$ cat src/rtl/stok_pkg.sv
// ----------------------------------------------------------------------------
// stok_pkg
// Shared types, character codes and token kinds for the source tokenizer.
// ----------------------------------------------------------------------------
package stok_pkg;

    localparam int KEYWORD_SLOTS_DEF = 6;
    localparam int KEYWORD_CHARS_DEF = 8;
    localparam int POSITION_BITS_DEF = 16;

    localparam int PADDR_W    = 6;
    localparam int PDATA_W    = 64;
    localparam int FIFO_DEPTH = 4;
    localparam int FIFO_PTR_W = 2;
    localparam int FIFO_CNT_W = 3;

    localparam logic [2:0] REG_KW_COUNT = 3'd0;

    localparam logic [7:0] CH_SPACE  = 8'h20;
    localparam logic [7:0] CH_TAB    = 8'h09;
    localparam logic [7:0] CH_NL     = 8'h0A;
    localparam logic [7:0] CH_SEMI   = 8'h3B;
    localparam logic [7:0] CH_LPAREN = 8'h28;
    localparam logic [7:0] CH_RPAREN = 8'h29;
    localparam logic [7:0] CH_PLUS   = 8'h2B;
    localparam logic [7:0] CH_MINUS  = 8'h2D;
    localparam logic [7:0] CH_STAR   = 8'h2A;
    localparam logic [7:0] CH_SLASH  = 8'h2F;
    localparam logic [7:0] CH_EQ     = 8'h3D;
    localparam logic [7:0] CH_UNDER  = 8'h5F;

    localparam logic [2:0] KIND_SEMI    = 3'd0;
    localparam logic [2:0] KIND_LPAREN  = 3'd1;
    localparam logic [2:0] KIND_RPAREN  = 3'd2;
    localparam logic [2:0] KIND_OP      = 3'd3;
    localparam logic [2:0] KIND_NUMBER  = 3'd4;
    localparam logic [2:0] KIND_IDENT   = 3'd5;
    localparam logic [2:0] KIND_KEYWORD = 3'd6;
    localparam logic [2:0] KIND_ERROR   = 3'd7;

    localparam logic [1:0] RUN_NONE   = 2'd0;
    localparam logic [1:0] RUN_NUMBER = 2'd1;
    localparam logic [1:0] RUN_WORD   = 2'd2;

    typedef struct packed {
        logic [2:0]  kind;
        logic [7:0]  chr;
        logic [15:0] len;
        logic [15:0] line;
        logic [15:0] col;
        logic [31:0] off;
        logic        last;
    } token_t;

    function automatic logic is_digit(input logic [7:0] c);
        return (c >= 8'h30) && (c <= 8'h39);
    endfunction

    function automatic logic is_word(input logic [7:0] c);
        return ((c >= 8'h61) && (c <= 8'h7A)) || ((c >= 8'h41) && (c <= 8'h5A))
            || (c == CH_UNDER);
    endfunction

endpackage

$ cat src/rtl/source_tokenizer_stream_top.sv
// ----------------------------------------------------------------------------
// source_tokenizer_stream_top
// Streaming tokenizer: one source byte per transfer in, tokens out.
// Path: the byte that completes a token is held in the input register, and
//   the token is written to the result queue, from which it is offered.
// Throughput: 1 byte per cycle while the result queue has two free entries;
//   a byte giving two tokens pushes both, and the 4-entry queue absorbs them.
// Reset: synchronous, active low; clears position counters, open run,
//   halt flag, keyword registers and the result queue.
// ----------------------------------------------------------------------------
module source_tokenizer_stream_top import stok_pkg::*; #(
    parameter int KEYWORD_SLOTS = KEYWORD_SLOTS_DEF,
    parameter int KEYWORD_CHARS = KEYWORD_CHARS_DEF,
    parameter int POSITION_BITS = POSITION_BITS_DEF
) (
    input  logic               aclk,
    input  logic               aresetn,

    input  logic               psel,
    input  logic               penable,
    input  logic               pwrite,
    input  logic [PADDR_W-1:0] paddr,
    input  logic [PDATA_W-1:0] pwdata,
    output logic [PDATA_W-1:0] prdata,
    output logic               pready,

    input  logic               s_valid,
    output logic               s_ready,
    input  logic [7:0]         s_character,
    input  logic               s_end_of_source,

    output logic               m_valid,
    input  logic               m_ready,
    output logic [2:0]         m_token_kind,
    output logic [7:0]         m_token_char,
    output logic [15:0]        m_token_length,
    output logic [15:0]        m_token_line,
    output logic [15:0]        m_token_column,
    output logic [31:0]        m_token_offset,
    output logic               m_last_of_run
);

    localparam int LW    = (POSITION_BITS >= 16) ? 16 : POSITION_BITS;
    localparam int BUF_W = 8 * KEYWORD_CHARS;

    // configuration
    logic [2:0]  kw_count_reg;
    logic [63:0] kw_reg [KEYWORD_SLOTS];
    logic [2:0]  reg_idx;
    logic        cfg_wr;
    logic [2:0]  kw_cnt_eff;

    assign pready  = 1'b1;
    assign reg_idx = paddr[PADDR_W-1:3];
    assign cfg_wr  = psel && penable && pwrite;
    assign kw_cnt_eff = (kw_count_reg > 3'(KEYWORD_SLOTS)) ? 3'(KEYWORD_SLOTS)
                                                           : kw_count_reg;

    always_ff @(posedge aclk) begin
        if (!aresetn) begin
            kw_count_reg <= '0;
            for (int i = 0; i < KEYWORD_SLOTS; i++) begin
                kw_reg[i] <= '0;
            end
        end else if (cfg_wr) begin
            if (reg_idx == REG_KW_COUNT) begin
                kw_count_reg <= pwdata[2:0];
            end
            for (int i = 0; i < KEYWORD_SLOTS; i++) begin
                if (reg_idx == 3'(i + 1)) begin
                    kw_reg[i] <= pwdata;
                end
            end
        end
    end

    always_comb begin
        prdata = '0;
        if (reg_idx == REG_KW_COUNT) begin
            prdata = PDATA_W'(kw_count_reg);
        end
        for (int i = 0; i < KEYWORD_SLOTS; i++) begin
            if (reg_idx == 3'(i + 1)) begin
                prdata = kw_reg[i];
            end
        end
    end

    // input register
    logic       in_vld_reg;
    logic [7:0] in_char_reg;
    logic       in_eos_reg;
    logic       proc_fire;
    logic [FIFO_CNT_W-1:0] cnt_reg;

    assign proc_fire = in_vld_reg && (cnt_reg <= FIFO_CNT_W'(FIFO_DEPTH - 2));
    assign s_ready   = !in_vld_reg || proc_fire;

    always_ff @(posedge aclk) begin
        if (!aresetn) begin
            in_vld_reg <= 1'b0;
        end else if (s_ready) begin
            in_vld_reg <= s_valid;
        end
    end

    always_ff @(posedge aclk) begin
        if (s_ready && s_valid) begin
            in_char_reg <= s_character;
            in_eos_reg  <= s_end_of_source;
        end
    end

    // tokenizer state
    logic [1:0]       run_kind_reg,  run_kind_next;
    logic [LW-1:0]    run_line_reg,  run_line_next;
    logic [LW-1:0]    run_col_reg,   run_col_next;
    logic [31:0]      run_off_reg,   run_off_next;
    logic [15:0]      run_len_reg,   run_len_next;
    logic [BUF_W-1:0] buffer_reg,    buffer_next;
    logic [LW-1:0]    line_reg,      line_next;
    logic [LW-1:0]    col_reg,       col_next;
    logic [31:0]      off_reg,       off_next;
    logic             halted_reg,    halted_next;

    logic [7:0]       c;
    logic             run_cont;
    logic [BUF_W-1:0] buf_ins;
    logic [15:0]      len_inc;
    logic [LW-1:0]    col_inc, line_inc;
    logic [31:0]      off_inc;
    logic [BUF_W-1:0] cmp_buf;
    logic [15:0]      cmp_len;
    logic             kw_hit;
    logic             kw_match;
    logic [2:0]       word_kind;

    assign c        = in_char_reg;
    assign run_cont = ((run_kind_reg == RUN_NUMBER) && is_digit(c))
                   || ((run_kind_reg == RUN_WORD) && is_word(c));
    assign len_inc  = (&run_len_reg) ? run_len_reg : run_len_reg + 16'd1;
    assign col_inc  = (&col_reg)  ? col_reg  : col_reg  + 1'b1;
    assign line_inc = (&line_reg) ? line_reg : line_reg + 1'b1;
    assign off_inc  = (&off_reg)  ? off_reg  : off_reg  + 32'd1;

    always_comb begin
        for (int j = 0; j < KEYWORD_CHARS; j++) begin
            buf_ins[8*j +: 8] = (run_len_reg == 16'(j)) ? c : buffer_reg[8*j +: 8];
        end
    end

    // the only word that can close in a given cycle
    always_comb begin
        if (run_kind_reg != RUN_NONE && run_cont) begin
            cmp_buf = buf_ins;
            cmp_len = len_inc;
        end else if (run_kind_reg == RUN_WORD) begin
            cmp_buf = buffer_reg;
            cmp_len = run_len_reg;
        end else begin
            cmp_buf = BUF_W'(c);
            cmp_len = 16'd1;
        end
    end

    always_comb begin
        kw_hit = 1'b0;
        for (int i = 0; i < KEYWORD_SLOTS; i++) begin
            if ((3'(i) < kw_cnt_eff) && (kw_reg[i] == 64'(cmp_buf))) begin
                kw_hit = 1'b1;
            end
        end
    end

    assign kw_match  = kw_hit && (cmp_len <= 16'(KEYWORD_CHARS));
    assign word_kind = kw_match ? KIND_KEYWORD : KIND_IDENT;

    token_t     res0, res1, tok;
    logic [1:0] n_res;
    logic       new_run;

    always_comb begin
        run_kind_next = run_kind_reg;
        run_line_next = run_line_reg;
        run_col_next  = run_col_reg;
        run_off_next  = run_off_reg;
        run_len_next  = run_len_reg;
        buffer_next   = buffer_reg;
        line_next     = line_reg;
        col_next      = col_reg;
        off_next      = off_reg;
        halted_next   = halted_reg;
        res0          = '0;
        res1          = '0;
        tok           = '0;
        n_res         = 2'd0;
        new_run       = 1'b0;

        if (proc_fire && !halted_reg) begin
            if (run_kind_reg != RUN_NONE && run_cont) begin
                buffer_next  = buf_ins;
                run_len_next = len_inc;
                col_next     = col_inc;
                off_next     = off_inc;
                if (in_eos_reg) begin
                    res0.kind = (run_kind_reg == RUN_NUMBER) ? KIND_NUMBER : word_kind;
                    res0.chr  = buffer_reg[7:0];
                    res0.len  = len_inc;
                    res0.line = 16'(run_line_reg);
                    res0.col  = 16'(run_col_reg);
                    res0.off  = run_off_reg;
                    n_res     = 2'd1;
                    run_kind_next = RUN_NONE;
                end
            end else begin
                if (run_kind_reg != RUN_NONE) begin
                    res0.kind = (run_kind_reg == RUN_NUMBER) ? KIND_NUMBER : word_kind;
                    res0.chr  = buffer_reg[7:0];
                    res0.len  = run_len_reg;
                    res0.line = 16'(run_line_reg);
                    res0.col  = 16'(run_col_reg);
                    res0.off  = run_off_reg;
                    n_res     = 2'd1;
                    run_kind_next = RUN_NONE;
                end

                tok.chr  = c;
                tok.len  = 16'd1;
                tok.line = 16'(line_reg);
                tok.col  = 16'(col_reg);
                tok.off  = off_reg;

                if (c == CH_SPACE || c == CH_TAB) begin
                    col_next = col_inc;
                    off_next = off_inc;
                end else if (c == CH_NL) begin
                    line_next = line_inc;
                    col_next  = '0;
                    off_next  = off_inc;
                end else if (c == CH_SEMI || c == CH_LPAREN || c == CH_RPAREN
                          || c == CH_PLUS || c == CH_MINUS || c == CH_STAR
                          || c == CH_SLASH || c == CH_EQ) begin
                    if (c == CH_SEMI) begin
                        tok.kind = KIND_SEMI;
                    end else if (c == CH_LPAREN) begin
                        tok.kind = KIND_LPAREN;
                    end else if (c == CH_RPAREN) begin
                        tok.kind = KIND_RPAREN;
                    end else begin
                        tok.kind = KIND_OP;
                    end
                    new_run  = 1'b1;
                    col_next = col_inc;
                    off_next = off_inc;
                end else if (is_digit(c) || is_word(c)) begin
                    run_kind_next = is_digit(c) ? RUN_NUMBER : RUN_WORD;
                    run_line_next = line_reg;
                    run_col_next  = col_reg;
                    run_off_next  = off_reg;
                    run_len_next  = 16'd1;
                    buffer_next   = BUF_W'(c);
                    col_next      = col_inc;
                    off_next      = off_inc;
                    if (in_eos_reg) begin
                        tok.kind      = is_digit(c) ? KIND_NUMBER : word_kind;
                        new_run       = 1'b1;
                        run_kind_next = RUN_NONE;
                    end
                end else begin
                    tok.kind    = KIND_ERROR;
                    new_run     = 1'b1;
                    col_next    = col_inc;
                    off_next    = off_inc;
                    halted_next = 1'b1;
                end

                if (new_run) begin
                    if (n_res == 2'd0) begin
                        res0 = tok;
                    end else begin
                        res1 = tok;
                    end
                    n_res = n_res + 2'd1;
                end
            end

            if (in_eos_reg) begin
                line_next = '0;
                col_next  = '0;
                off_next  = '0;
            end

            if (n_res == 2'd1) begin
                res0.last = 1'b1;
            end
            if (n_res == 2'd2) begin
                res1.last = 1'b1;
            end
        end
    end

    always_ff @(posedge aclk) begin
        if (!aresetn) begin
            run_kind_reg <= RUN_NONE;
            run_line_reg <= '0;
            run_col_reg  <= '0;
            run_off_reg  <= '0;
            run_len_reg  <= '0;
            buffer_reg   <= '0;
            line_reg     <= '0;
            col_reg      <= '0;
            off_reg      <= '0;
            halted_reg   <= 1'b0;
        end else begin
            run_kind_reg <= run_kind_next;
            run_line_reg <= run_line_next;
            run_col_reg  <= run_col_next;
            run_off_reg  <= run_off_next;
            run_len_reg  <= run_len_next;
            buffer_reg   <= buffer_next;
            line_reg     <= line_next;
            col_reg      <= col_next;
            off_reg      <= off_next;
            halted_reg   <= halted_next;
        end
    end

    // result queue
    token_t                fifo_mem [FIFO_DEPTH];
    logic [FIFO_PTR_W-1:0] wr_ptr_reg, rd_ptr_reg;
    logic                  pop;
    logic [FIFO_CNT_W-1:0] push_cnt;

    assign m_valid  = (cnt_reg != '0);
    assign pop      = m_valid && m_ready;
    assign push_cnt = proc_fire ? FIFO_CNT_W'(n_res) : '0;

    always_ff @(posedge aclk) begin
        if (proc_fire) begin
            if (n_res != 2'd0) begin
                fifo_mem[wr_ptr_reg] <= res0;
            end
            if (n_res == 2'd2) begin
                fifo_mem[wr_ptr_reg + 1'b1] <= res1;
            end
        end
    end

    always_ff @(posedge aclk) begin
        if (!aresetn) begin
            wr_ptr_reg <= '0;
            rd_ptr_reg <= '0;
            cnt_reg    <= '0;
        end else begin
            wr_ptr_reg <= wr_ptr_reg + FIFO_PTR_W'(push_cnt);
            if (pop) begin
                rd_ptr_reg <= rd_ptr_reg + 1'b1;
            end
            cnt_reg <= cnt_reg + push_cnt - FIFO_CNT_W'(pop);
        end
    end

    assign m_token_kind   = fifo_mem[rd_ptr_reg].kind;
    assign m_token_char   = fifo_mem[rd_ptr_reg].chr;
    assign m_token_length = fifo_mem[rd_ptr_reg].len;
    assign m_token_line   = fifo_mem[rd_ptr_reg].line;
    assign m_token_column = fifo_mem[rd_ptr_reg].col;
    assign m_token_offset = fifo_mem[rd_ptr_reg].off;
    assign m_last_of_run  = fifo_mem[rd_ptr_reg].last;

    a_fifo_bound: assert property (@(posedge aclk) disable iff (!aresetn)
        cnt_reg <= FIFO_CNT_W'(FIFO_DEPTH))
        else $error("result queue overflow");

    a_halt_sticky: assert property (@(posedge aclk) disable iff (!aresetn)
        halted_reg |=> halted_reg)
        else $error("halt released without reset");

    a_halt_silent: assert property (@(posedge aclk) disable iff (!aresetn)
        (proc_fire && halted_reg) |-> (n_res == 2'd0))
        else $error("token produced while halted");

    a_pop_count: assert property (@(posedge aclk) disable iff (!aresetn)
        (pop && !proc_fire) |=> (cnt_reg == $past(cnt_reg) - 1'b1))
        else $error("queue count lost a pop");

endmodule
$ cat config.mk
export PLATFORM = sky130hd
export DESIGN_NAME = source_tokenizer_stream_top
export DESIGN_NICKNAME = d
export VERILOG_FILES = /design/src/rtl/stok_pkg.sv /design/src/rtl/source_tokenizer_stream_top.sv
export SDC_FILE = /design/constraint.sdc
export NUM_CORES = 2
export LEC_CHECK = 0
export ABC_AREA = 1
export BUFFER_PORTS_ARGS = -buffer_cell sky130_fd_sc_hd__clkbuf_2
export CORE_MARGIN = 2
export CORE_UTILIZATION = 35
export CTS_CLUSTER_DIAMETER = 120
export CTS_CLUSTER_SIZE = 12
export DETAILED_ROUTE_END_ITERATION = 16
export GPL_TIMING_DRIVEN = 0
export PLACE_DENSITY = 0.61
export SYNTH_ARGS = -nofsm -noshare
export SYNTH_HDL_FRONTEND = slang
export SYNTH_SLANG_ARGS = --single-unit
$ cat constraint.sdc
create_clock -name aclk -period 8.2 [get_ports aclk]
set_clock_uncertainty 0.15 [all_clocks]
set_input_delay 1.64 -clock aclk [delete_from_list [all_inputs] [get_ports aclk]]
set_output_delay 1.64 -clock aclk [all_outputs]
set_load 0.1 [all_outputs]
==> flow_summary_export.csv <==
group,metric,value,unit
power_and_ir_drop,power.leakage,23.44,nW
logic_synthesis,synth_fa_ha_area_share,0.3140,%
power_and_ir_drop,power_density,252.3,nW/um^2
min_path,hold_class,"reg -> reg",
cells_and_area,fin_util,39.82,%
grt,grt_use_met3,7.991,%
logic_synthesis,synthXorXnorAreaFrac,0.6789,%
sta,max_freq,129.3,MHz
routing,post_drt_wl_per_cell,27.41,um
routing,drc,0,
logic_synthesis,ys_seq_area_share,49.34,%
sta,finalSetupTns,0,ps
floorplan,dieArea,158000,um^2
routing,first_pass_iters,7,
grt,grt_antenna_before_repair,12,
run_status,violations,"capacitance limit, slew limit",
logic_synthesis,synth_edf_count,701,
cells_and_area,multi_input_area,23580,um^2
power_and_ir_drop,p_sw,6.798,mW
run_status,outcome,"finished, violations left",
logic_synthesis,synth_cell_type_count,55,
routing,finalWirelength,256000,um
sta,rsz0062_at_grt,"no",
power_and_ir_drop,power.share.clock,27.0,%
placement,place_congestion,1.124,
worst_setup_path,cp-end-kind,"primary output",
grt,grt_overflow_total,0,
power_and_ir_drop,vdd_drop_max,0.2655,mV
worst_setup_path,slowest_delay,900,ps
logic_synthesis,synth-simple-area-share,26.96,%
cells_and_area,fill_cells,15841,
floorplan,die_x,397.5,um
grt,grt_pass1_vias,50383,
clock_tree,root_buffer,"clkbuf_16",
sta,period_share,94.32,%
worst_setup_path,cp_top_family,"buffers and inverters",
power_and_ir_drop,comb_power_share,35.0,%
grt,grt_busiest_layer,"met2",
placement,place_area,58610,um^2
grt,grt_use_total,31.19,%
sta,worst_pin_slew,1619,ps
cells_and_area,largest_register_ffs,384,
worst_setup_path,crit_path_max_fanout,10,
logic_synthesis,async_flop_share,0,%
logic_synthesis,synth_area,54190,um^2
worst_setup_path,start_kind,"input pin",
logic_synthesis,syn_avg_cell_area,7.883,um^2
sta,post-route-min-period,7734,ps
placement,dp_hpwl,191000,um
worst_setup_path,crit_buf_inv,5,
grt,grt_max_degree,46,
worst_setup_path,worstSetupPathDepth,9,
sta,max-slew-margin-rel,-7.949,%
power_and_ir_drop,sequentialPowerShare,38.0,%
power_and_ir_drop,p_int,8.661,mW
cells_and_area,fin_nets,7331,
cells_and_area,ff_latch_area,26740,um^2
floorplan,die_h,397.5,um
cells_and_area,drive_gt1_share,8.352,%
worst_setup_path,slowest_stage,"clkbuf_1",
placement,port_buffers,239,
power_and_ir_drop,swShare,43.97,%
logic_synthesis,syn_inst,6874,
worst_setup_path,required,6410,ps
logic_synthesis,ys.warnings.count,0,
grt,grt.met2_usage,46.45,%
grt,grt_pass1_wl,357300,um
grt,gr-usage-met1,39.33,%
job,max-cap-violations,3,
floorplan,core,153900,um^2
clock_tree,hold_buffers,0,
clock_tree,post-cts-setup-buffers,0,
clock_tree,cts_sinks,985,
sta,hold_viol,0,
logic_synthesis,synth_mux_area_share,0,%
clock_tree,clk_latency,760,ps
floorplan,floorplan.initialDensity,35.22,%
sta,setup_viol,0,
worst_setup_path,rr_worst_depth,15,
routing,drt_iter0_markers,9076,
worst_setup_path,crit_arrival,5940,ps
logic_synthesis,synth_top_family_by_area,"simple AND/OR/NAND/NOR gates",
logic_synthesis,synth-seq-cells,985,
floorplan,io_pins,245,
routing,routed_via_density,5.909,
cells_and_area,design_area,61270,um^2
floorplan,num_rows,144,
sta,drv_slew,33,
worst_setup_path,path_cells,"clkbuf_2 > nor2_1 > nand2_1 > inv_1 > clkbuf_1 > clkbuf_1 > nand2_1 > o2111ai_1 > clkbuf_2",
cells_and_area,area_growth,13.07,%
routing,ant_nets,0,
logic_synthesis,syn_nets,6973,
routing,vias,55198,
clock_tree,cts_buffers,92,
clock_tree,cts_resized,0,
worst_setup_path,criticalPathCategory,"in -> out",
clock_tree,clk_pin_slew_worst_paths,70,ps
clock_tree,cts_buffer_depth,3,
clock_tree,cts.htree.levels,3,
clock_tree,cts_tree,"done",
logic_synthesis,synth-compound-area-share,15.36,%
min_path,min_path_cells,2,
logic_synthesis,synthFlopType,"edfxtp_1",
-- synth_stat cells (52+ instances only) --
library cell	count	share of area, %
a21oi_1	295	2.7
buf_2	52	0.48
clkbuf_1	272	1.9
dfxtp_1	284	10
edfxtp_1	701	39
inv_1	590	4.1
nand2_1	1588	11
nand2_2	91	1.1
nand3_1	554	5.1
nand3b_1	87	1.2
nand4_1	78	0.90
nor2_1	919	6.4
o211ai_1	113	1.6
o21ai_0	425	3.9
o22ai_1	461	5.3
-- layout make-up --
| class | instances | share of cell area [%] |
|---|---|---|
| sequential | 985 | 43.64 |
| multi-input combinational | 4891 | 38.49 |
| tap | 2044 | 4.174 |
| clock buffer | 147 | 4.111 |
| inverter | 617 | 3.786 |
| timing repair buffer | 264 | 2.869 |
| buffer | 381 | 2.706 |
| clock inverter | 7 | 0.2042 |
| antenna | 5 | 0.02042 |
-- through the flow --
step           setup slack (ps)  std cells  power [mW]  hold WS [ps]
2_1_floorplan             340.2       6874       9.653         286.2
3_3_place_gp              -7558       9157       11.26         299.9
3_5_place_dp              858.7       9182       11.28         304.9
4_1_cts                   839.0       9336       15.34         313.6
5_1_grt                   734.2       9336       15.81         334.7
6_report                  465.9       9341       15.46         311.8
-- worst min-delay path: stages, from the launching register on --
cell and delay (ps):
dfxtp_1 310, nand3_1 70, nand2_1 40
-- cell usage in the layout, fill, tap and decap left out, types with 240 or more instances in the layout --
cell type | Yosys | layout
nor2_1 | 919 | 919
clkbuf_2 | 0 | 240
o22ai_1 | 461 | 461
edfxtp_1 | 701 | 701
o21ai_0 | 425 | 419
dfxtp_1 | 284 | 284
clkbuf_1 | 272 | 325
nand2_1 | 1588 | 1584
inv_1 | 590 | 590
nand3_1 | 554 | 554
a21oi_1 | 295 | 295
-- power groups by stage --
stage | registers [mW] | logic, mW | clock network, mW
6_report | 5.88 | 5.41 | 4.17
4_1_cts | 5.87 | 5.31 | 4.16
3_3_place_gp | 6.04 | 5.22 | 0
2_1_floorplan | 5.92 | 3.73 | 0
3_5_place_dp | 5.97 | 5.30 | 0
5_1_grt | 5.90 | 5.58 | 4.33
-- kinds of logic after synthesis --
family	after synthesis
adders and majority gates	13
buffers and inverters	998
AOI/OAI and AO/OA	1415
DFF	985
and+or+nand+nor	3420
xor gates and xnor gates	42
other	1
-- metal layers --
layer | wire length [um] | share of wire [%]
met5 | 89 | 0.035
met2 | 108500 | 42
met1 | 95230 | 37
met3 | 30770 | 12
met4 | 21410 | 8.4
-- path summary, 6_finish.rpt --
kind / start / end / slack, ps
setup / recovery: paddr[3] / prdata[1] / 470
setup reg to reg: cnt_reg[0] / fifo_mem[3][30] / 2430
hold / removal: fifo_mem[1][67] / fifo_mem[1][67] / 310
hold reg to reg: fifo_mem[1][67] / fifo_mem[1][67] / 310
No activity file was read; power rests on OpenSTA's default activity.
